--- src/rtl/i2s7_pkg.sv ---
// Shared types, constants and the segment table for the integer to
// seven-segment digits block. No dependencies.
package i2s7_pkg;

   localparam int DEF_MAX_DIGITS = 8;
   localparam int CNT_W          = 4;   // digit_count register width

   localparam logic [1:0] BASE_MODE_RESET   = 2'd1;
   localparam logic [3:0] DIGIT_COUNT_RESET = 4'd1;

   // register indexes on the csr port (byte address / 4)
   localparam logic REG_BASE_MODE   = 1'b0;
   localparam logic REG_DIGIT_COUNT = 1'b1;

   localparam logic [31:0] DEC_RECIP = 32'hCCCC_CCCD;  // 2^35 / 10, rounded up

   localparam logic [6:0] SEG_MINUS = 7'h08;
   localparam logic [6:0] SEG_BLANK = 7'h00;

   typedef enum logic [1:0] {
      BASE_HEX = 2'd0,
      BASE_DEC = 2'd1,
      BASE_OCT = 2'd2,
      BASE_BIN = 2'd3
   } base_type;

   typedef enum logic [1:0] {
      CONV_IDLE,
      CONV_STEP,
      CONV_DONE
   } conv_state_type;

   typedef enum logic {
      EMIT_IDLE,
      EMIT_RUN
   } emit_state_type;

   // classified item, front to converter
   typedef struct packed {
      logic             valid;
      logic             neg;
      logic [31:0]      mag;
      base_type         base;
      logic [CNT_W-1:0] cells;
   } front_item_type;

   // converted item, converter to emitter (digits travel separately)
   typedef struct packed {
      logic             valid;
      logic             ovf;
      logic             neg;
      logic [CNT_W-1:0] len;
      logic [CNT_W-1:0] cells;
   } conv_item_type;

   function automatic int dig_depth(input int max_digits);
      dig_depth = (max_digits < 15) ? max_digits : 15;
   endfunction

   function automatic logic [6:0] digit_shape(input logic [3:0] d);
      logic [6:0] s;
      unique case (d)
         4'h0: s = 7'h77;
         4'h1: s = 7'h24;
         4'h2: s = 7'h5D;
         4'h3: s = 7'h6D;
         4'h4: s = 7'h2E;
         4'h5: s = 7'h6B;
         4'h6: s = 7'h7B;
         4'h7: s = 7'h25;
         4'h8: s = 7'h7F;
         4'h9: s = 7'h6F;
         4'hA: s = 7'h3F;
         4'hB: s = 7'h7A;
         4'hC: s = 7'h53;
         4'hD: s = 7'h7C;
         4'hE: s = 7'h5B;
         4'hF: s = 7'h1B;
         default: s = SEG_BLANK;
      endcase
      return s;
   endfunction

endpackage

--- src/rtl/i2s7_emit.sv ---
// Emitter: walks the cells left to right, one result per cycle unless rsp is
// stalled, into a registered output stage. Depends on i2s7_pkg.
module i2s7_emit #(
   parameter int MAX_DIGITS = i2s7_pkg::DEF_MAX_DIGITS,
   localparam int DIG_DEPTH = i2s7_pkg::dig_depth(MAX_DIGITS)
) (
   input  logic                   clock,
   input  logic                   reset,
   input  i2s7_pkg::conv_item_type item_i,
   input  logic [3:0]             dig_i [DIG_DEPTH],
   output logic                   ready_o,
   output logic                   rsp_tvalid,
   input  logic                   rsp_tready,
   output logic [15:0]            rsp_tdata,
   output logic                   rsp_tuser,
   output logic                   rsp_tlast
);

   localparam int CW = i2s7_pkg::CNT_W;

   i2s7_pkg::emit_state_type state_ff, state_in;
   logic [3:0]               dig_ff [DIG_DEPTH];
   logic [CW-1:0]            len_ff, r_ff, idx_ff;
   logic                     neg_ff, ovf_ff;
   logic                     rsp_valid_ff, rsp_valid_in;
   logic [2:0]               rsp_idx_ff;
   logic [6:0]               rsp_mask_ff, mask;
   logic                     rsp_ovf_ff, rsp_last_ff;
   logic                     slot_free, produce, last, load;

   assign slot_free = !rsp_valid_ff || rsp_tready;
   assign load      = (state_ff == i2s7_pkg::EMIT_IDLE) && item_i.valid;
   assign produce   = (state_ff == i2s7_pkg::EMIT_RUN) && slot_free;
   assign last      = ovf_ff || (r_ff == '0);
   assign ready_o   = (state_ff == i2s7_pkg::EMIT_IDLE);

   always_comb begin
      priority if (r_ff < len_ff) begin
         mask = i2s7_pkg::digit_shape(dig_ff[0]);
      end else if ((r_ff == len_ff) && neg_ff) begin
         mask = i2s7_pkg::SEG_MINUS;
      end else begin
         mask = i2s7_pkg::SEG_BLANK;
      end
   end

   always_comb begin
      state_in = state_ff;
      unique case (state_ff)
         i2s7_pkg::EMIT_IDLE: if (item_i.valid) begin
            state_in = i2s7_pkg::EMIT_RUN;
         end
         i2s7_pkg::EMIT_RUN: if (produce && last) begin
            state_in = i2s7_pkg::EMIT_IDLE;
         end
         default: state_in = i2s7_pkg::EMIT_IDLE;
      endcase
   end

   always_comb begin
      rsp_valid_in = rsp_valid_ff;
      if (produce) begin
         rsp_valid_in = 1'b1;
      end else if (rsp_tready) begin
         rsp_valid_in = 1'b0;
      end
   end

   always_ff @(posedge clock) begin
      if (reset) begin
         state_ff     <= i2s7_pkg::EMIT_IDLE;
         rsp_valid_ff <= 1'b0;
      end else begin
         state_ff     <= state_in;
         rsp_valid_ff <= rsp_valid_in;
      end
   end

   always_ff @(posedge clock) begin
      if (load) begin
         dig_ff <= dig_i;
         len_ff <= item_i.len;
         neg_ff <= item_i.neg;
         ovf_ff <= item_i.ovf;
         r_ff   <= item_i.cells - 1'b1;
         idx_ff <= '0;
      end else if (produce) begin
         r_ff   <= r_ff - 1'b1;
         idx_ff <= idx_ff + 1'b1;
         if (r_ff < len_ff) begin
            for (int k = 0; k < DIG_DEPTH - 1; k++) begin
               dig_ff[k] <= dig_ff[k+1];
            end
         end
      end
   end

   always_ff @(posedge clock) begin
      if (produce) begin
         rsp_idx_ff  <= ovf_ff ? 3'd0 : idx_ff[2:0];
         rsp_mask_ff <= ovf_ff ? i2s7_pkg::SEG_BLANK : mask;
         rsp_ovf_ff  <= ovf_ff;
         rsp_last_ff <= last;
      end
   end

   assign rsp_tvalid = rsp_valid_ff;
   assign rsp_tdata  = {6'd0, rsp_mask_ff, rsp_idx_ff};
   assign rsp_tuser  = rsp_ovf_ff;
   assign rsp_tlast  = rsp_last_ff;

endmodule

--- config.mk ---
export PLATFORM = sky130hd
export DESIGN_NAME = i2s7_emit
export DESIGN_NICKNAME = d
export VERILOG_FILES = /design/src/rtl/i2s7_pkg.sv /design/src/rtl/i2s7_emit.sv
export SDC_FILE = /design/constraint.sdc
export NUM_CORES = 1
export LEC_CHECK = 0
export BUFFER_PORTS_ARGS = -buffer_cell sky130_fd_sc_hd__buf_2
export CORE_MARGIN = 1
export CORE_UTILIZATION = 40
export CTS_BUF_LIST = sky130_fd_sc_hd__clkbuf_4
export DETAILED_ROUTE_END_ITERATION = 6
export GPL_TIMING_DRIVEN = 0
export PLACE_DENSITY = 0.62
export REMOVE_ABC_BUFFERS = 1
export SYNTH_ARGS = -nofsm -noshare
export SYNTH_HDL_FRONTEND = slang
export SYNTH_SLANG_ARGS = --single-unit
--- constraint.sdc ---
create_clock -name clock -period 3.1 [get_ports clock]
set_input_delay 0.31 -clock clock [delete_from_list [all_inputs] [get_ports clock]]
set_output_delay 0.31 -clock clock [all_outputs]
set_load 0.02 [all_outputs]
==> flow_metrics.py, run 1 <==
metrics = {
    "grt": {
        "grt_max_degree": 45,
        "grt_pass1_wl_um": 8783,
        "met3_grt_util_pct": 4.630,
        "first_global_vias": 1983,
        "global_route.overflow_total": 0,
        "grt.total_usage_pct": 13.76,
        "grt_use_met1_pct": 15.96,
        "grt_antenna_before_repair": 0,
        "grt_use_met2_pct": 23.09,
        "top_usage_layer": "met2",
    },
    "detailed_routing": {
        "num_vias": 2107,
        "totalWireLength_um": 5217,
        "final_antenna_net_count": 0,
        "avgViaCountPerCell": 4.693,
        "detail_route.first_pass.iterations": 4,
        "mean_routed_wirelength_per_cell_um": 11.62,
        "route.detailed.drc": 0,
        "drt_iter0_markers": 78,
    },
    "logic_synthesis": {
        "seq_area_frac_synth_pct": 59.57,
        "asyncSetResetFlopFracSynth_pct": 0,
        "synthesis.area_mm2": 0.003125,
        "synth.lib_cells_used.distinct": 46,
        "synth.avg_cell_area_um2": 10.97,
        "synthFlopType": "edfxtp_1",
        "netlist_instances": 285,
        "yosys_warnings": 0,
        "synth-edff-count": 54,
        "synth-seq-cells": 66,
    },
    "setup_path": {
        "worst_setup_path_end_kind": "flip-flop",
        "critPathMaxFanout": 29,
        "timing.critical_path.from_type": "flip-flop",
        "critical_path_class": "reg -> reg",
        "cp_slowest_cell": "edfxtp_1",
        "crit_chain": "ha_1, nor2b_1, o211ai_2, a31o_4, buf_12, nand2b_1, o21ai_1, inv_1, ha_1, a211oi_1, a21o_1",
        "crit_path_frequent_cell": "ha_1",
        "timing.critical_path.slowest_cell_delay_ns": 0.48,
        "worst_ep_required_time_ns": 3.45,
        "critical_path_arrival_ns": 3.12,
    },
    "clocking": {
        "cts.path.max_buffers": 2,
        "clock_latency_ns": 0.41,
        "clock_tree_from_tritoncts": "done",
        "cts_buffers": 9,
        "ctsHtreeMaxLevel": 3,
        "cts_hold_repair.buffers": 0,
        "ctsRootBufferMaster": "clkbuf_4",
        "cts_num_sinks": 66,
        "clk_transition_reported_paths_ns": 0.11,
    },
    "job": {
        "cap_viol_max_count": 0,
    },
    "sta": {
        "slew_headroom_pct": 65.57,
        "hold_violations": 0,
        "period_needed_ns": 2.768,
        "timing_max_transition_violations_final": 0,
        "highest_attainable_clock_frequency_ghz": 0.3612,
        "setup_viol": 0,
        "tightestPinTransition_ns": 0.5164,
        "fin_worst_skew_ns": 0.01555,
        "grt_setup_unrepaired": "false",
        "postLayoutSetupSlackWorst_ns": 0.3315,
        "layout_worst_path_cycle_share_pct": 89.31,
    },
    "power_and_ir_drop": {
        "p_total_uw": 2182,
        "power.leakage_uw": 0.001619,
        "power.density_mw_per_mm2": 599.7,
        "vdd_ir_drop_max_mv": 0.2621,
    },
    "status": {
        "outcome": "finished, final reports clean",
    },
    "place": {
        "place.detailed.hpwl_um": 3566,
        "finalWeightedCongestion": 0.8283,
        "buffer_ports.inserted": 59,
        "place_ws_ns": -0.3905,
    },
    "cells_and_area": {
        "drive_gt1_share_pct": 24.29,
        "synthToLayoutAreaGrowth_pct": 16.41,
        "layout_common_cells": "nand2_1 (85), buf_2 (59), edfxtp_1 (54), inv_1 (15), clkbuf_4 (13)",
        "commonest_non_fill_non_tap_cell_in_the_layout": "nand2_1",
        "fin_nets": 403,
        "num-fill-cells": 697,
        "diodes": 0,
    },
    "floorplanning": {
        "design.die.area_mm2": 0.008171,
        "design.core.area_mm2": 0.007408,
        "placementRows": 31,
        "die_width_um": 90.40,
        "die_height_um": 90.40,
        "num_io_pins": 66,
        "start_util_pct": 42.19,
    },
    "hold_path": {
        "hp-class": "in -> reg",
    },
}
==> final cells by class <==
type	instances	area, µm²	share of cell area [%]
inverters	17	68.82	1.891
clock inverters	3	41.29	1.135
repair buffers	60	315.3	8.666
clock buffers	13	97.59	2.682
flip-flops and latches	66	1862	51.17
multi-input cells	191	1130	31.05
well taps	99	123.9	3.404
==> layer usage <==
layer / routed length, µm / vias to the layer above / part of all wire (%)
li1: - / 1091 / -
met1: 2408 / 950 / 46
met2: 2444 / 56 / 47
met3: 259 / 10 / 5.0
met4: 104 / 0 / 2.0
met5: 0 / - / 0
==> path summary, 6_finish.rpt <==
check,startpoint,endpoint,slack (ns),cells after the start
max,r_ff[1]$_DFFE_PN_,flip-flop,0.33,11
min,dig_i[3],dig_ff[3]$_DFFE_PN_,0.07,1
max reg2reg,r_ff[1]$_DFFE_PN_,flip-flop,0.33,11
min reg2reg,idx_ff[1]$_SDFFE_PN0P_,idx_ff[1]$_SDFFE_PN0P_,0.48,2
==> stage by stage <==
stage / setup TNS [ns] / hold slack (ns) / utilization (%) / instance area [µm²] / cells
2_1_floorplan: -4.700 / 0.3791 / - / 3042 / 274
3_3_place_gp: -41.71 / 0.4607 / 46.72 / 3461 / 432
3_5_place_dp: -1.863 / 0.4648 / 47.02 / 3483 / 433
4_1_cts: 0 / 0.02243 / 48.96 / 3627 / 449
5_1_grt: 0 / 0.03192 / 49.11 / 3638 / 449
6_report: 0 / 0.06594 / 49.11 / 3638 / 449
==> power breakdown <==
| group | leakage, µW | internal (µW) | total [µW] | switching (µW) |
|---|---|---|---|---|
| logic | 0.000918 | 184 | 440 | 256 |
| clock network | 0.0000757 | 281 | 570 | 290 |
| registers | 0.000626 | 1120 | 1170 | 54.4 |
| total | 0.00162 | 1580 | 2180 | 600 |
==> cell families (layout without fill, tap and decap cells) <==
family	Yosys count	count (layout)	synth area share, %
buf+inv	33	93	5.404
mux	11	11	4.083
xor+xnor	3	3	0.8408
fa+ha+maj	12	12	4.804
other cells	1	6	0.1200
compound gates	35	35	7.486
flops	66	66	59.57
simple gates	124	124	17.69
==> Yosys cell counts (2+ instances only) <==
| cell | number | share of area, % |
|---|---|---|
| a32oi_1 | 2 | 0.56 |
| inv_1 | 15 | 1.8 |
| nor2b_1 | 4 | 0.80 |
| edfxtp_1 | 54 | 52 |
| nor2_1 | 6 | 0.72 |
| and3_1 | 3 | 0.60 |
| buf_6 | 2 | 0.72 |
| xnor2_1 | 2 | 0.56 |
| nand2_1 | 85 | 10 |
| dfxtp_1 | 12 | 7.7 |
| a21oi_1 | 6 | 0.96 |
| buf_4 | 7 | 1.7 |
| a22oi_1 | 2 | 0.48 |
| mux2i_1 | 8 | 2.6 |
| buf_1 | 2 | 0.24 |
| a21o_1 | 3 | 0.72 |
| clkbuf_1 | 4 | 0.48 |
| nand3_1 | 7 | 1.1 |
| and2_1 | 6 | 1.2 |
| o21ai_0 | 9 | 1.4 |
| ha_1 | 12 | 4.8 |
| nand2b_1 | 4 | 0.80 |
| a31oi_1 | 4 | 0.80 |
| nor3b_1 | 4 | 0.96 |
==> critical path: cells and delay by family, from the launching register on <==
kind,cells,cell delay (ns)
compound gates,5,1.07
fa+ha+maj,2,0.58
flops,1,0.48
buf+inv,2,0.36
simple gates,2,0.22
==> what timing repair did <==
action / CTS / global route
cloned: 0 / 0
setup buffers: 0 / 0
gates resized for setup: 2 / 2
setup endpoints to repair: 7 / 5
Note: power is estimated with default switching activity, not from simulation.
==> run 2, diff against run 1 <==
- clock period: 3.1 -> 2.55 ns (I/O delays scaled with it)
==> run 2 against run 1 <==
Compared with the run above:
- critical path depth shrank 2
- power grew 25%
- routed wire length is 9.0% higher
- die area is the same
- register-to-register slack worse by 0.22 ns
- global-route usage is 0.82 points higher
- clock-buffer cell count is the same
- via count is 3.8% higher
==> flow_metrics.py, run 2 (synthesis gave the netlist of run 1 again) <==
metrics = {
    "cells_and_area": {
        "num-fill-cells": 676,
        "layout_common_cells": "nand2_1 (85), buf_2 (59), edfxtp_1 (54), inv_1 (14), clkbuf_4 (13)",
        "post-route-util_pct": 51.87,
        "drive_gt1_share_pct": 27.05,
        "fin_nets": 419,
        "commonest_non_fill_non_tap_cell_in_the_layout": "nand2_1",
        "synthToLayoutAreaGrowth_pct": 22.94,
        "diodes": 0,
        "final-instance-count-excl-fill": 465,
    },
    "power_and_ir_drop": {
        "power.share.sequential_pct": 52.2,
        "power.leakage_uw": 0.001704,
        "p_int_uw": 1968,
        "combPwrFrac_pct": 22.2,
        "power.density_mw_per_mm2": 709.8,
        "p_switching_uw": 759.3,
        "vdd_ir_drop_max_mv": 0.3159,
        "clkPwrFrac_pct": 25.6,
        "power.switching_fraction_pct": 27.84,
    },
    "status": {
        "outcome": "finished, final reports clean",
    },
    "place": {
        "placed_cells_incl_taps": 433,
        "buffer_ports.inserted": 59,
        "finalWeightedCongestion": 0.8283,
        "place.detailed.hpwl_um": 3566,
        "place_ws_ns": -0.9405,
    },
    "detailed_routing": {
        "num_vias": 2188,
        "detail_route.first_pass.iterations": 4,
        "final_antenna_net_count": 0,
        "totalWireLength_um": 5687,
        "avgViaCountPerCell": 4.705,
        "drt_iter0_markers": 88,
        "mean_routed_wirelength_per_cell_um": 12.23,
        "route.detailed.drc": 0,
    },
    "hold_path": {
        "hp-class": "in -> reg",
        "worstHoldEndpoint": "neg_ff$_DFFE_PN_",
        "worst_hold_path.num_cells": 1,
        "hp-start": "item_i[8]",
    },
    "setup_path": {
        "timing.critical_path.from_type": "flip-flop",
        "critPathMaxFanout": 15,
        "cp_slowest_cell": "edfxtp_1",
        "crit_path_frequent_cell": "ha_1",
        "worst_setup_path_end_kind": "flip-flop",
        "worst-r2r-cell-count": 9,
        "critical_path_arrival_ns": 2.73,
        "worst_r2r_startpoint": "r_ff[1]$_DFFE_PN_",
        "ff_to_ff_setup_slack_ns": 0.11,
        "worst_ep_required_time_ns": 2.85,
        "timing.critical_path.slowest_cell_delay_ns": 0.45,
        "critical_path_class": "reg -> reg",
        "crit_chain": "ha_1, nor2b_2, o211ai_2, a31o_4, buf_6, o21a_1, ha_1, nor3b_2, a221oi_2",
    },
    "floorplanning": {
        "num_io_pins": 66,
        "start_util_pct": 42.19,
        "die_height_um": 90.40,
        "die_width_um": 90.40,
        "design.die.area_mm2": 0.008171,
        "placementRows": 31,
        "design.core.area_mm2": 0.007408,
    },
    "clocking": {
        "clock_latency_ns": 0.40,
        "cts_buffers": 9,
        "cts_num_sinks": 66,
        "clk_transition_reported_paths_ns": 0.10,
        "ctsRootBufferMaster": "clkbuf_4",
        "cts.path.max_buffers": 2,
        "clock_tree_from_tritoncts": "done",
        "ctsHtreeMaxLevel": 3,
    },
    "grt": {
        "grt_max_degree": 44,
        "first_global_vias": 2023,
        "global_route.overflow_total": 0,
        "grt.total_usage_pct": 14.57,
        "grt_antenna_before_repair": 0,
        "grt_pass1_wl_um": 9225,
    },
    "sta": {
        "layout_worst_path_cycle_share_pct": 95.57,
        "worst_hold_slack_ns": 0.04379,
        "hold_violations": 0,
        "setup_viol": 0,
        "period_needed_ns": 2.437,
        "timing_max_transition_violations_final": 0,
        "fin_worst_skew_ns": 0.01514,
        "highest_attainable_clock_frequency_ghz": 0.4103,
        "postLayoutSetupSlackWorst_ns": 0.1130,
    },
    "job": {
        "cap_viol_max_count": 0,
    },
}
[run 2: final cells by class]
type / count / area, µm² / share of cell area, %
inverters: 17 / 68.82 / 1.791
clock buffers: 13 / 97.59 / 2.540
flip-flops and latches: 66 / 1862 / 48.45
repair buffers: 75 / 474.2 / 12.34
multi-input cells: 192 / 1175 / 30.58
well taps: 99 / 123.9 / 3.224
clock inverters: 3 / 41.29 / 1.075
[run 2: layer usage]
layer	GRT usage, %	wire (µm)	vias up
met4	6.048	76	0
li1	-	-	1124
met5	0	0	-
met3	4.714	272	9
met1	17.59	2638	992
met2	23.98	2699	63
[run 2: critical path: cells and delay by family, from the launching register on]
kind | cells | cell delay (ns)
compound gates | 4 | 0.84
fa+ha+maj | 2 | 0.57
buf+inv | 1 | 0.16
flops | 1 | 0.45
simple gates | 2 | 0.32
[run 2: timing repair]
| item | 4_1_cts | 5_1_grt |
|---|---|---|
| endpoints found under the setup margin | 33 | 5 |
| pin swaps | 0 | 1 |
| buffers inserted | 1 | 3 |
| gates cloned | 1 | 1 |
| gates resized for setup | 5 | 9 |
| hold buffers | 10 | 0 |
| endpoints found under the hold margin | 11 | 0 |
[run 2: power by group through the flow]
stage	Sequential, µW	Clock [µW]	Combinational, µW
after floorplan	1460	0	365
after global placement	1450	0	517
after detailed placement	1450	0	534
after CTS	1430	727	565
after global routing	1440	763	683
final	1420	697	606
[run 2: how the worst max path moves through the flow]
stage               slack, ns         to  depth (start not counted)           startpoint
floorplan               -1.34  flip-flop                          7  state_ff$_SDFF_PP0_
global placement        -2.60  flip-flop                          7  state_ff$_SDFF_PP0_
detailed placement      -0.94  flip-flop                          9  state_ff$_SDFF_PP0_
CTS                      0.06  flip-flop                          9    r_ff[1]$_DFFE_PN_
global route            -0.01  flip-flop                          9    r_ff[1]$_DFFE_PN_
finish                   0.11  flip-flop                          9    r_ff[1]$_DFFE_PN_
[run 2: stage by stage]
step                      total power [µW]  setup TNS [ns]  area [µm²]
after floorplan                       1820          -23.61        3042
after CTS                             2718               0        3759
after global routing                  2890        -0.01061        3842
after global placement                1965          -68.86        3461
after detailed placement              1985          -7.902        3483
final                                 2727               0        3842
