### src/rtl/i2s7_pkg.sv
// Shared types, constants and the segment table for the integer to
// seven-segment digits block. No dependencies.
package i2s7_pkg;

   localparam int DEF_MAX_DIGITS = 8;
   localparam int CNT_W          = 4;   // digit_count register width

   localparam logic [1:0] BASE_MODE_RESET   = 2'd1;
   localparam logic [3:0] DIGIT_COUNT_RESET = 4'd1;

   // register indexes on the csr port (byte address / 4)
   localparam logic REG_BASE_MODE   = 1'b0;
   localparam logic REG_DIGIT_COUNT = 1'b1;

   localparam logic [31:0] DEC_RECIP = 32'hCCCC_CCCD;  // 2^35 / 10, rounded up

   localparam logic [6:0] SEG_MINUS = 7'h08;
   localparam logic [6:0] SEG_BLANK = 7'h00;

   typedef enum logic [1:0] {
      BASE_HEX = 2'd0,
      BASE_DEC = 2'd1,
      BASE_OCT = 2'd2,
      BASE_BIN = 2'd3
   } base_type;

   typedef enum logic [1:0] {
      CONV_IDLE,
      CONV_STEP,
      CONV_DONE
   } conv_state_type;

   typedef enum logic {
      EMIT_IDLE,
      EMIT_RUN
   } emit_state_type;

   // classified item, front to converter
   typedef struct packed {
      logic             valid;
      logic             neg;
      logic [31:0]      mag;
      base_type         base;
      logic [CNT_W-1:0] cells;
   } front_item_type;

   // converted item, converter to emitter (digits travel separately)
   typedef struct packed {
      logic             valid;
      logic             ovf;
      logic             neg;
      logic [CNT_W-1:0] len;
      logic [CNT_W-1:0] cells;
   } conv_item_type;

   function automatic int dig_depth(input int max_digits);
      dig_depth = (max_digits < 15) ? max_digits : 15;
   endfunction

   function automatic logic [6:0] digit_shape(input logic [3:0] d);
      logic [6:0] s;
      unique case (d)
         4'h0: s = 7'h77;
         4'h1: s = 7'h24;
         4'h2: s = 7'h5D;
         4'h3: s = 7'h6D;
         4'h4: s = 7'h2E;
         4'h5: s = 7'h6B;
         4'h6: s = 7'h7B;
         4'h7: s = 7'h25;
         4'h8: s = 7'h7F;
         4'h9: s = 7'h6F;
         4'hA: s = 7'h3F;
         4'hB: s = 7'h7A;
         4'hC: s = 7'h53;
         4'hD: s = 7'h7C;
         4'hE: s = 7'h5B;
         4'hF: s = 7'h1B;
         default: s = SEG_BLANK;
      endcase
      return s;
   endfunction

endpackage

### src/rtl/i2s7_front.sv
// Front end: csr registers, input acceptance, sign/magnitude split and a
// two-entry queue towards the converter. Depends on i2s7_pkg.
module i2s7_front #(
   parameter int MAX_DIGITS = i2s7_pkg::DEF_MAX_DIGITS
) (
   input  logic                  clock,
   input  logic                  reset,
   input  logic                  csr_psel,
   input  logic                  csr_penable,
   input  logic                  csr_pwrite,
   input  logic [2:0]            csr_paddr,
   input  logic [31:0]           csr_pwdata,
   output logic [31:0]           csr_prdata,
   input  logic                  req_tvalid,
   output logic                  req_tready,
   input  logic [31:0]           req_tdata,
   output i2s7_pkg::front_item_type item_o,
   input  logic                  pop_i
);

   logic [1:0]                   base_ff, base_in;
   logic [i2s7_pkg::CNT_W-1:0]   count_ff, count_in;
   logic                         csr_wr;

   i2s7_pkg::front_item_type     q_ff [2];
   i2s7_pkg::front_item_type     new_item;
   logic                         wr_ptr_ff, wr_ptr_in, rd_ptr_ff, rd_ptr_in;
   logic [1:0]                   cnt_ff, cnt_in;
   logic                         push;
   logic [i2s7_pkg::CNT_W-1:0]   cells;

   assign csr_wr = csr_psel & csr_penable & csr_pwrite;

   always_comb begin
      base_in  = base_ff;
      count_in = count_ff;
      if (csr_wr) begin
         unique case (csr_paddr[2])
            i2s7_pkg::REG_BASE_MODE:   base_in  = csr_pwdata[1:0];
            i2s7_pkg::REG_DIGIT_COUNT: count_in = csr_pwdata[i2s7_pkg::CNT_W-1:0];
            default: ;
         endcase
      end
   end

   always_comb begin
      unique case (csr_paddr[2])
         i2s7_pkg::REG_BASE_MODE:   csr_prdata = {30'd0, base_ff};
         i2s7_pkg::REG_DIGIT_COUNT: csr_prdata = {28'd0, count_ff};
         default:                   csr_prdata = 32'd0;
      endcase
   end

   // counts above the cell bank are clamped
   assign cells = ({28'd0, count_ff} > 32'(MAX_DIGITS)) ?
                  i2s7_pkg::CNT_W'(MAX_DIGITS) : count_ff;

   always_comb begin
      new_item.valid = 1'b1;
      new_item.neg   = req_tdata[31];
      new_item.mag   = req_tdata[31] ? (32'd0 - req_tdata) : req_tdata;
      new_item.base  = i2s7_pkg::base_type'(base_ff);
      new_item.cells = cells;
   end

   assign req_tready = (cnt_ff != 2'd2);
   assign push       = req_tvalid & req_tready;

   always_comb begin
      wr_ptr_in = push  ? ~wr_ptr_ff : wr_ptr_ff;
      rd_ptr_in = pop_i ? ~rd_ptr_ff : rd_ptr_ff;
      cnt_in    = cnt_ff + {1'b0, push} - {1'b0, pop_i};
   end

   always_comb begin
      item_o       = q_ff[rd_ptr_ff];
      item_o.valid = (cnt_ff != 2'd0);
   end

   always_ff @(posedge clock) begin
      if (reset) begin
         base_ff   <= i2s7_pkg::BASE_MODE_RESET;
         count_ff  <= i2s7_pkg::DIGIT_COUNT_RESET;
         wr_ptr_ff <= 1'b0;
         rd_ptr_ff <= 1'b0;
         cnt_ff    <= 2'd0;
      end else begin
         base_ff   <= base_in;
         count_ff  <= count_in;
         wr_ptr_ff <= wr_ptr_in;
         rd_ptr_ff <= rd_ptr_in;
         cnt_ff    <= cnt_in;
      end
   end

   always_ff @(posedge clock) begin
      if (push) begin
         q_ff[wr_ptr_ff] <= new_item;
      end
   end

endmodule

### config.mk
export PLATFORM = sky130hd
export DESIGN_NAME = i2s7_front
export DESIGN_NICKNAME = d
export VERILOG_FILES = /design/src/rtl/i2s7_pkg.sv /design/src/rtl/i2s7_front.sv
export SDC_FILE = /design/constraint.sdc
export NUM_CORES = 1
export LEC_CHECK = 0
export BUFFER_PORTS_ARGS = -buffer_cell sky130_fd_sc_hd__buf_2
export CORE_MARGIN = 3
export CORE_UTILIZATION = 50
export CTS_CLUSTER_DIAMETER = 60
export DETAILED_ROUTE_END_ITERATION = 8
export GPL_TIMING_DRIVEN = 0
export PLACE_DENSITY = 0.8
export SYNTH_ARGS = -nofsm -noshare
export SYNTH_HDL_FRONTEND = slang
export SYNTH_SLANG_ARGS = --single-unit
### constraint.sdc
create_clock -name clock -period 3.6 [get_ports clock]
set_input_delay 0 -clock clock [delete_from_list [all_inputs] [get_ports clock]]
set_output_delay 0 -clock clock [all_outputs]
set_load 0.01 [all_outputs]
==> results of run 1 <==
==> stage by stage <==
| step | utilization (%) | total power [W] |
|---|---|---|
| global route | 66.4 | 0.00283 |
| detailed placement | 61.9 | 0.00197 |
| global placement | 61.5 | 0.00194 |
| finish | 66.4 | 0.00270 |
| CTS | 66.4 | 0.00272 |
| floorplan | - | 0.00174 |
==> worst min-delay path by stage <==
stage / cells after the start / startpoint / slack (ps) / endpoint
after floorplan: 1 / reset / 70 / cnt_ff[0]
after global placement: 2 / reset / 170 / cnt_ff[0]
after detailed placement: 2 / reset / 180 / cnt_ff[0]
after CTS: 2 / req_tdata[29] / 5 / q_ff[0][35]
after global routing: 2 / req_tdata[29] / 3 / q_ff[1][35]
final: 2 / req_tdata[24] / 10 / q_ff[0][30]
==> final cells by class <==
cell class	count	area, um^2	area share [%]
clock inverter	7	92.6	1.76
timing repair buffer	103	601	11.4
inverter	4	15.0	0.285
clock buffer	9	124	2.35
tap	102	128	2.43
multi-input combinational	193	1480	28.1
sequential	89	2560	48.7
buffer	38	259	4.92
==> power groups by stage <==
stage               Sequential (W)  Clock, W  Combinational (W)
global route               0.00137  0.000809           0.000651
finish                     0.00136  0.000744           0.000593
global placement           0.00138         0           0.000555
CTS                        0.00136  0.000758           0.000602
detailed placement         0.00138         0           0.000586
floorplan                  0.00137         0           0.000368
==> flip-flops by register name (all words and copies together) (netlist names), named ones only <==
name	cells
count_ff	4
base_ff	2
wr_ptr_ff	1
cnt_ff	2
q_ff	78
rd_ptr_ff	1
==> layer usage <==
| metal | up-vias | global-route usage, % | wire length [um] |
|---|---|---|---|
| met5 | - | 0 | 0 |
| met4 | 0 | 6.50 | 127 |
| met3 | 12 | 5.24 | 637 |
| met2 | 119 | 30.6 | 4070 |
| met1 | 1292 | 22.3 | 3600 |
| li1 | 1336 | - | - |
==> cell usage in the layout, fill, tap and decap left out, drive strengths merged, types with 4 or more instances in the layout <==
master and count:
o21ai 7, nor2b 4, mux2i 4, clkbuf 18, inv 6, dfxtp 11, dlygate4sd3 14, o31ai 9
nor2 14, conb 28, xnor2 31, nor4 4, o41ai 10, mux2 41, or4 4, nand2 9
buf 118, edfxtp 78
==> cell families after synthesis <==
kind of cell	share of synthesized area, %
AOI/OAI and AO/OA	5.12
buffers and inverters	6.51
other	0.0891
DFF	60.9
xor gates and xnor gates	6.87
adders and majority gates	0.892
and+or+nand+nor	7.67
muxes	11.9
==> worst max-delay path, stage by stage <==
cell and delay (ps):
dlygate4sd3_1 540, buf_2 150, inv_1 60, ha_1 210
nor4b_1 490, nand4_2 340, o41ai_1 500, xnor2_1 140
==> out/metrics.csv, run 1 <==
metric,value,unit
# clock sinks,89,
Yosys warning total,0,
Seq cells post-synth,89,
vias per cell,5.06,
Max Cap Viol,0,
initial antenna violation count,0,
top post-synthesis cells by area,"edfxtp_1, mux2_2, xnor2_1",
dpl ws,1490,ps
Switching Share,26.7,%
dpl hpwl,5860,um
Die Height,97.7,um
# diodes,0,
Die W,97.7,um
asr flop ratio synth,0,%
RSZ-0062 raised after global routing,no,
Final min period,2350,ps
Vias,2759,
combinational power share,22.0,%
Syn Inst Count,297,
sequential area share after synthesis,60.9,%
Sum Neg Setup Slack,0,ps
Area Overhead vs Synth,25.1,%
CTS tree,yes,
IO Port Bufs,88,
GRT Total Usage,18.1,%
Routed Antenna Nets,0,
drt first-iter violations,120,
Worst R2R Setup Slack,1890,ps
Final Instance Area,0.00526,mm^2
# rows,32,
clock-pin transition on the worst setup and hold timing paths,90,ps
CTS Hold Bufs,14,
power share of the clock group,27.6,%
final hold slack,15.0,ps
R2R depth,2,
reg2reg start,cnt_ff[0],
Post-Place Cells,515,
Switch Pwr,0.000719,W
Peak Freq,0.426,GHz
Hold Crit Class,in -> reg,
peak supply drop,330,uV
synthesized area,0.00421,mm^2
internal power,0.00198,W
clk_skew,6.28,ps
die area,0.00955,mm^2
TritonRoute pass-1 iters,4,
TritonCTS Buffers,9,
Seq pwr share,50.4,%
Wirelength per Cell,15.5,um
power density over the cells,513,mW/mm^2
Final Cycle Share,65.2,%
critical path class,in -> reg,
starting density of the core,53.1,%
final setup fails,0,
# fillers,605,
first-pass GRT wire length,13800,um
DRC,0,
commonest cells in the netlist,"edfxtp_1, mux2_2, xnor2_1, buf_4, nor2_1",
normalized max-slew margin,35.5,%
syn avg cell area,14.2,um^2
top cell type's share of synthesized area,55.7,%
worst-skew pair later-pin latency,350,ps
Synth area leader,edfxtp_1,
Worst Setup SP,req_tdata[0],
worst slew pin tran,968,ps
total gr overflow,0,
largest net degree at the start of global routing,40,
Final Hold Viols,0,
number of synthesized flops with an enable pin,78,
RR Endpoint,q_ff[1][35],
"Cell Area, Placed",0.00490,mm^2
Setup Buffers After CTS,0,
"Arr. time, crit path",2440,ps
distinct cell type count of the synthesized netlist,40,
setup ws final,1250,ps
Core Footprint,0.00793,mm^2
CP required,3690,ps
critical path capture point,q_ff[1][36],
crit path launch type,input port,
CP endpoint kind,flip-flop,
Top Ports,147,
GP Congestion,0.862,
Final nets,515,
WL final,8430,um
H-Tree Depth,3,
CP max FO,7,
Leakage,2.06,nW
Max Slew Vio Count,0,
CTS root buf,clkbuf_8,
clk buf depth,2,
post-route insts no fill,545,
Post-CTS Resized,0,
Most used DFF post-synth,edfxtp_1,
status,completed,
vias in the first global route,2885,
share of cells above drive strength 1,41.5,%
most common cell in the netlist,edfxtp_1,
(Power assumes the default switching activity.)
==> run 2, diff against run 1 <==
--- a/config.mk
+++ b/config.mk
@@ -7,11 +7,11 @@
 export LEC_CHECK = 0
 export BUFFER_PORTS_ARGS = -buffer_cell sky130_fd_sc_hd__buf_2
 export CORE_MARGIN = 3
-export CORE_UTILIZATION = 50
+export CORE_UTILIZATION = 45
 export CTS_CLUSTER_DIAMETER = 60
 export DETAILED_ROUTE_END_ITERATION = 8
 export GPL_TIMING_DRIVEN = 0
-export PLACE_DENSITY = 0.8
+export PLACE_DENSITY = 0.76
 export SYNTH_ARGS = -nofsm -noshare
 export SYNTH_HDL_FRONTEND = slang
 export SYNTH_SLANG_ARGS = --single-unit
==> constraint.sdc (replaced) <==
create_clock -name clock -period 2 [get_ports clock]
set_input_delay 0 -clock clock [delete_from_list [all_inputs] [get_ports clock]]
set_output_delay 0 -clock clock [all_outputs]
set_load 0.01 [all_outputs]
==> run 2 against run 1 <==
Core utilization shrank 7.0 points. Total power grew 73%. Clock skew grew 1.9 ps. Sequential share of layout area shrank 0.14 points. Highest routed layer unchanged.
==> out/metrics.csv, run 2 (same netlist as run 1, synthesis figures left out) <==
metric,value,unit
Die W,103,um
GP Congestion,0.745,
"commonest non-fill, non-tap cell in the layout",buf_2,
most frequent cells in the layout,"buf_2, edfxtp_1, mux2_2",
critical path class,in -> reg,
H-Tree Depth,3,
vias in the first global route,2779,
Final Cycle Share,92.8,%
most flop-heavy register,q_ff,
CP required,2080,ps
share of cells above drive strength 1,43.2,%
die area,0.0105,mm^2
peak supply drop,584,uV
TritonRoute pass-1 iters,4,
# diodes,0,
CTS tree,yes,
Routed Antenna Nets,0,
worst-skew pair later-pin latency,350,ps
first-pass GRT wire length,13400,um
Final Hold Viols,0,
Area Overhead vs Synth,25.4,%
Peak Freq,0.539,GHz
"Arr. time, crit path",1940,ps
dpl hpwl,5960,um
TritonCTS Buffers,9,
drt first-iter violations,64,
CTS root buf,clkbuf_8,
Core Footprint,0.00889,mm^2
dpl ws,-50.0,ps
status,completed,
normalized max-slew margin,57.0,%
WL final,8510,um
vias per cell,5.02,
starting density of the core,47.3,%
Final min period,1860,ps
Max Cap Viol,0,
clk buf depth,2,
Top Ports,147,
DRC,0,
Die Height,103,um
CP max FO,7,
Hold Crit Class,in -> reg,
initial antenna violation count,0,
worst slew pin tran,643,ps
RSZ-0062 raised after global routing,no,
final setup fails,0,
setup ws final,143,ps
Leakage,2.06,nW
total gr overflow,0,
clock-pin transition on the worst setup and hold timing paths,80,ps
biggest regs,"q_ff (78), count_ff (4)",
Vias,2769,
power density over the cells,884,mW/mm^2
number of flip-flops in the largest register,78,
Max Slew Vio Count,0,
GRT Total Usage,16.5,%
clk_skew,8.23,ps
"Core Util, Final",59.3,%
Final nets,516,
largest net degree at the start of global routing,28,
CP endpoint kind,flip-flop,
IO Port Bufs,88,
# rows,34,
# clock sinks,89,
Sum Neg Setup Slack,0,ps
Wirelength per Cell,15.4,um
crit path launch type,input port,
run 2: cell types whose count changed in the layout (fill, tap and decap cells not counted), sizes merged:
cell	change
clkinvlp	+2
clkbuf	+2
clkinv	-2
bufinv	-2
nor2	+1
run 2: area by class of cell:
cell class | count | area (um^2)
inverters | 4 | 15.0
fillers | 748 | 3610
clock buffers | 11 | 141
flip-flops and latches | 89 | 2560
multi-input cells | 194 | 1520
well taps | 108 | 135
repair buffers | 103 | 601
plain buffers | 38 | 262
clock inverters | 5 | 40.0
run 2: worst max-delay path, cell delays in order:
cell and delay (ps):
dlygate4sd3_1 530, buf_2 150, nor4b_2 320, nand4_2 330
o31ai_1 450, xnor2_1 150
run 2: report_power, final:
| group | switching, W | leakage [nW] | internal [W] |
|---|---|---|---|
| clock | 0.000639 | 0.0826 | 0.000495 |
| combinational | 0.000597 | 1.16 | 0.000483 |
| sequential | 0.0000825 | 0.814 | 0.00237 |
| total | 0.00132 | 2.06 | 0.00335 |
run 2: worst paths after layout:
kind | cells past startpoint | to | start | slack [ps]
worst max-delay path | 6 | q_ff[1][30] | req_tdata[3] | 140
worst min-delay path | 2 | q_ff[0][16] | req_tdata[10] | 9
worst max register to register | 8 | cnt_ff[1] | cnt_ff[0] | 210
worst min register to register | 1 | count_ff[0] | count_ff[0] | 490
run 2: stage by stage:
stage	area, um^2	total power (W)	hold slack [ps]	instances
floorplan	4320	0.00313	71.6	324
global placement	4890	0.00349	173	520
global route	5280	0.00491	6.40	552
finish	5280	0.00467	9.00	552
CTS	5250	0.00470	1.24	552
detailed placement	4910	0.00354	178	521
run 2: repair_timing:
action | CTS | global route
hold endpoints to repair | 25 | 0
setup buffers | 0 | 0
cloned | 1 | 0
hold buffers | 14 | 0
gates resized for setup | 3 | 4
setup endpoints to repair | 49 | 12
run 2: per-layer routing:
| metal | GRT usage, % | vias up | part of all wire (%) |
|---|---|---|---|
| met2 | 29.0 | 98 | 49 |
| met4 | 3.63 | 0 | 0.83 |
| met5 | 0 | - | 0 |
| met1 | 20.5 | 1323 | 43 |
| met3 | 3.92 | 8 | 7.0 |
| li1 | - | 1340 | - |
==> run 3, diff against run 2 <==
--- a/config.mk
+++ b/config.mk
@@ -6,6 +6,7 @@
 export NUM_CORES = 1
 export LEC_CHECK = 0
 export BUFFER_PORTS_ARGS = -buffer_cell sky130_fd_sc_hd__buf_2
+export CORE_ASPECT_RATIO = 1.4
 export CORE_MARGIN = 3
 export CORE_UTILIZATION = 45
 export CTS_CLUSTER_DIAMETER = 60
==> run 3 against run 2 <==
Hold slack gained 8.5 ps. Final cell count shrank 1.3%. Maximum frequency shrank 1.1%. First-iteration DRC count grew 53%. Die area grew 0.16%. Core utilization shrank 0.41 points. Flip-flop and latch count is the same. Worst setup slack lost 22 ps. Wire length grew 1.3%. Clock power grew 68%. Sequential power is essentially flat. Design area grew 1.4%. Largest power group unchanged.
==> out/metrics.csv, run 3 (same netlist as run 1, synthesis figures left out) <==
metric,value,unit
final setup fails,0,
most flop-heavy register,q_ff,
power density over the cells,1010,mW/mm^2
Final Hold Viols,0,
Max Cap Viol,0,
clock-pin transition on the worst setup and hold timing paths,60,ps
number of flip-flops in the largest register,78,
Die W,87.7,um
clk buf depth,2,
post-route insts no fill,545,
"Arr. time, crit path",1940,ps
worst-skew pair later-pin latency,340,ps
peak supply drop,597,uV
CTS tree,yes,
Vias,2767,
Final nets,510,
# rows,41,
Final Cycle Share,93.9,%
setup ws final,122,ps
CP endpoint kind,flip-flop,
IO Port Bufs,88,
"Cell Chain, Critical Path",buf_2 -> inv_1 -> ha_1 -> nor4b_1 -> nand4_2 -> o41ai_1 -> xnor2_1,
initial antenna violation count,0,
"Core Util, Final",58.9,%
WL final,8620,um
delay of the slowest critical-path stage,540,ps
worst slew pin tran,657,ps
Leakage,2.11,nW
clk_skew,7.25,ps
GP Congestion,0.783,
CP max FO,7,
normalized max-slew margin,56.1,%
# clock sinks,89,
# diodes,0,
first-pass GRT wire length,13900,um
CTS root buf,clkbuf_16,
TritonRoute pass-1 iters,6,
drt first-iter violations,98,
"slowest stage cell, crit path",nor4b_1,
critical path class,in -> reg,
Max Slew Vio Count,0,
Hold Crit Class,in -> reg,
biggest regs,"q_ff (78), count_ff (4)",
DRC,0,
Setup Buffers After CTS,0,
H-Tree Depth,3,
largest net degree at the start of global routing,40,
"commonest non-fill, non-tap cell in the layout",buf_2,
total power,0.00543,W
most frequent cells in the layout,"buf_2, edfxtp_1, mux2_2",
Wirelength per Cell,15.8,um
share of cells above drive strength 1,42.9,%
WHS Path Cells,2,
crit path launch type,input port,
# fillers,727,
TritonCTS Buffers,9,
CP required,2060,ps
total gr overflow,0,
Routed Antenna Nets,0,
vias per cell,5.08,
RSZ-0062 raised after global routing,no,
dpl hpwl,6110,um
R2R depth,8,
Core Footprint,0.00908,mm^2
Die Height,120,um
dpl ws,-187,ps
status,completed,
Peak Freq,0.532,GHz
Area Overhead vs Synth,27.2,%
final hold slack,17.5,ps
vias in the first global route,2944,
starting density of the core,46.3,%
Final min period,1880,ps
Post-Place Cells,520,
die area,0.0106,mm^2
Top Ports,147,
GRT Total Usage,17.2,%
==> run 3: cell count changes in the layout (fill, tap and decap cells not counted), sizes merged <==
cell / previous run / this run
clkinvlp: 3 / 0
clkinv: 0 / 2
dlygate4sd3: 14 / 8
bufinv: 0 / 3
inv: 6 / 4
==> run 3: final cells by class <==
type | instances | area [um^2] | area share, %
buffer | 38 | 262 | 4.89
clock buffer | 11 | 243 | 4.54
clock inverter | 5 | 104 | 1.94
inverter | 4 | 15.0 | 0.281
multi-input combinational | 194 | 1490 | 27.9
sequential | 89 | 2560 | 47.9
tap | 107 | 134 | 2.50
timing repair buffer | 97 | 541 | 10.1
==> run 3: timing repair <==
item / 4_1_cts / 5_1_grt
endpoints found under the hold margin: 12 / 0
endpoints found under the setup margin: 41 / 19
hold buffers: 8 / 0
cloned: 1 / 0
gates resized for setup: 2 / 1
pin swaps: 0 / 0
==> run 3: path summary, 6_finish.rpt <==
kind | start | to | slack, ps
setup / recovery | req_tdata[1] | q_ff[0][32] | 120
hold / removal | req_tdata[28] | q_ff[0][34] | 20
setup reg to reg | cnt_ff[0] | cnt_ff[1] | 260
hold reg to reg | base_ff[1] | q_ff[0][5] | 500
==> run 3: routing by layer <==
layer	vias to the layer above	GRT usage, %	part of all wire (%)
li1	1330	-	-
met1	1327	18.7	38
met2	101	30.8	55
met3	9	6.41	6.5
met4	0	4.99	1.1
met5	-	0	0
==> run 3: metrics by stage <==
stage	setup TNS (ps)	cell area (um^2)
2_1_floorplan	0	4320
3_3_place_gp	-14080	4890
3_5_place_dp	-1210	4910
4_1_cts	0	5350
5_1_grt	0	5350
6_report	0	5350
==> run 3: critical path, delay by kind of cell <==
kind | cells | cell delay (ps)
AND/OR/NAND/NOR | 2 | 880
AO/OA/AOI/OAI | 1 | 540
buffers and inverters | 2 | 190
adder cells (fa/ha/maj) | 1 | 180
XOR/XNOR | 1 | 150
==> run 3: report_power, final <==
group	internal [W]	switching, W	total, W
Clock	0.00125	0.000650	0.00190
Combinational	0.000475	0.000596	0.00107
Sequential	0.00237	0.0000807	0.00245
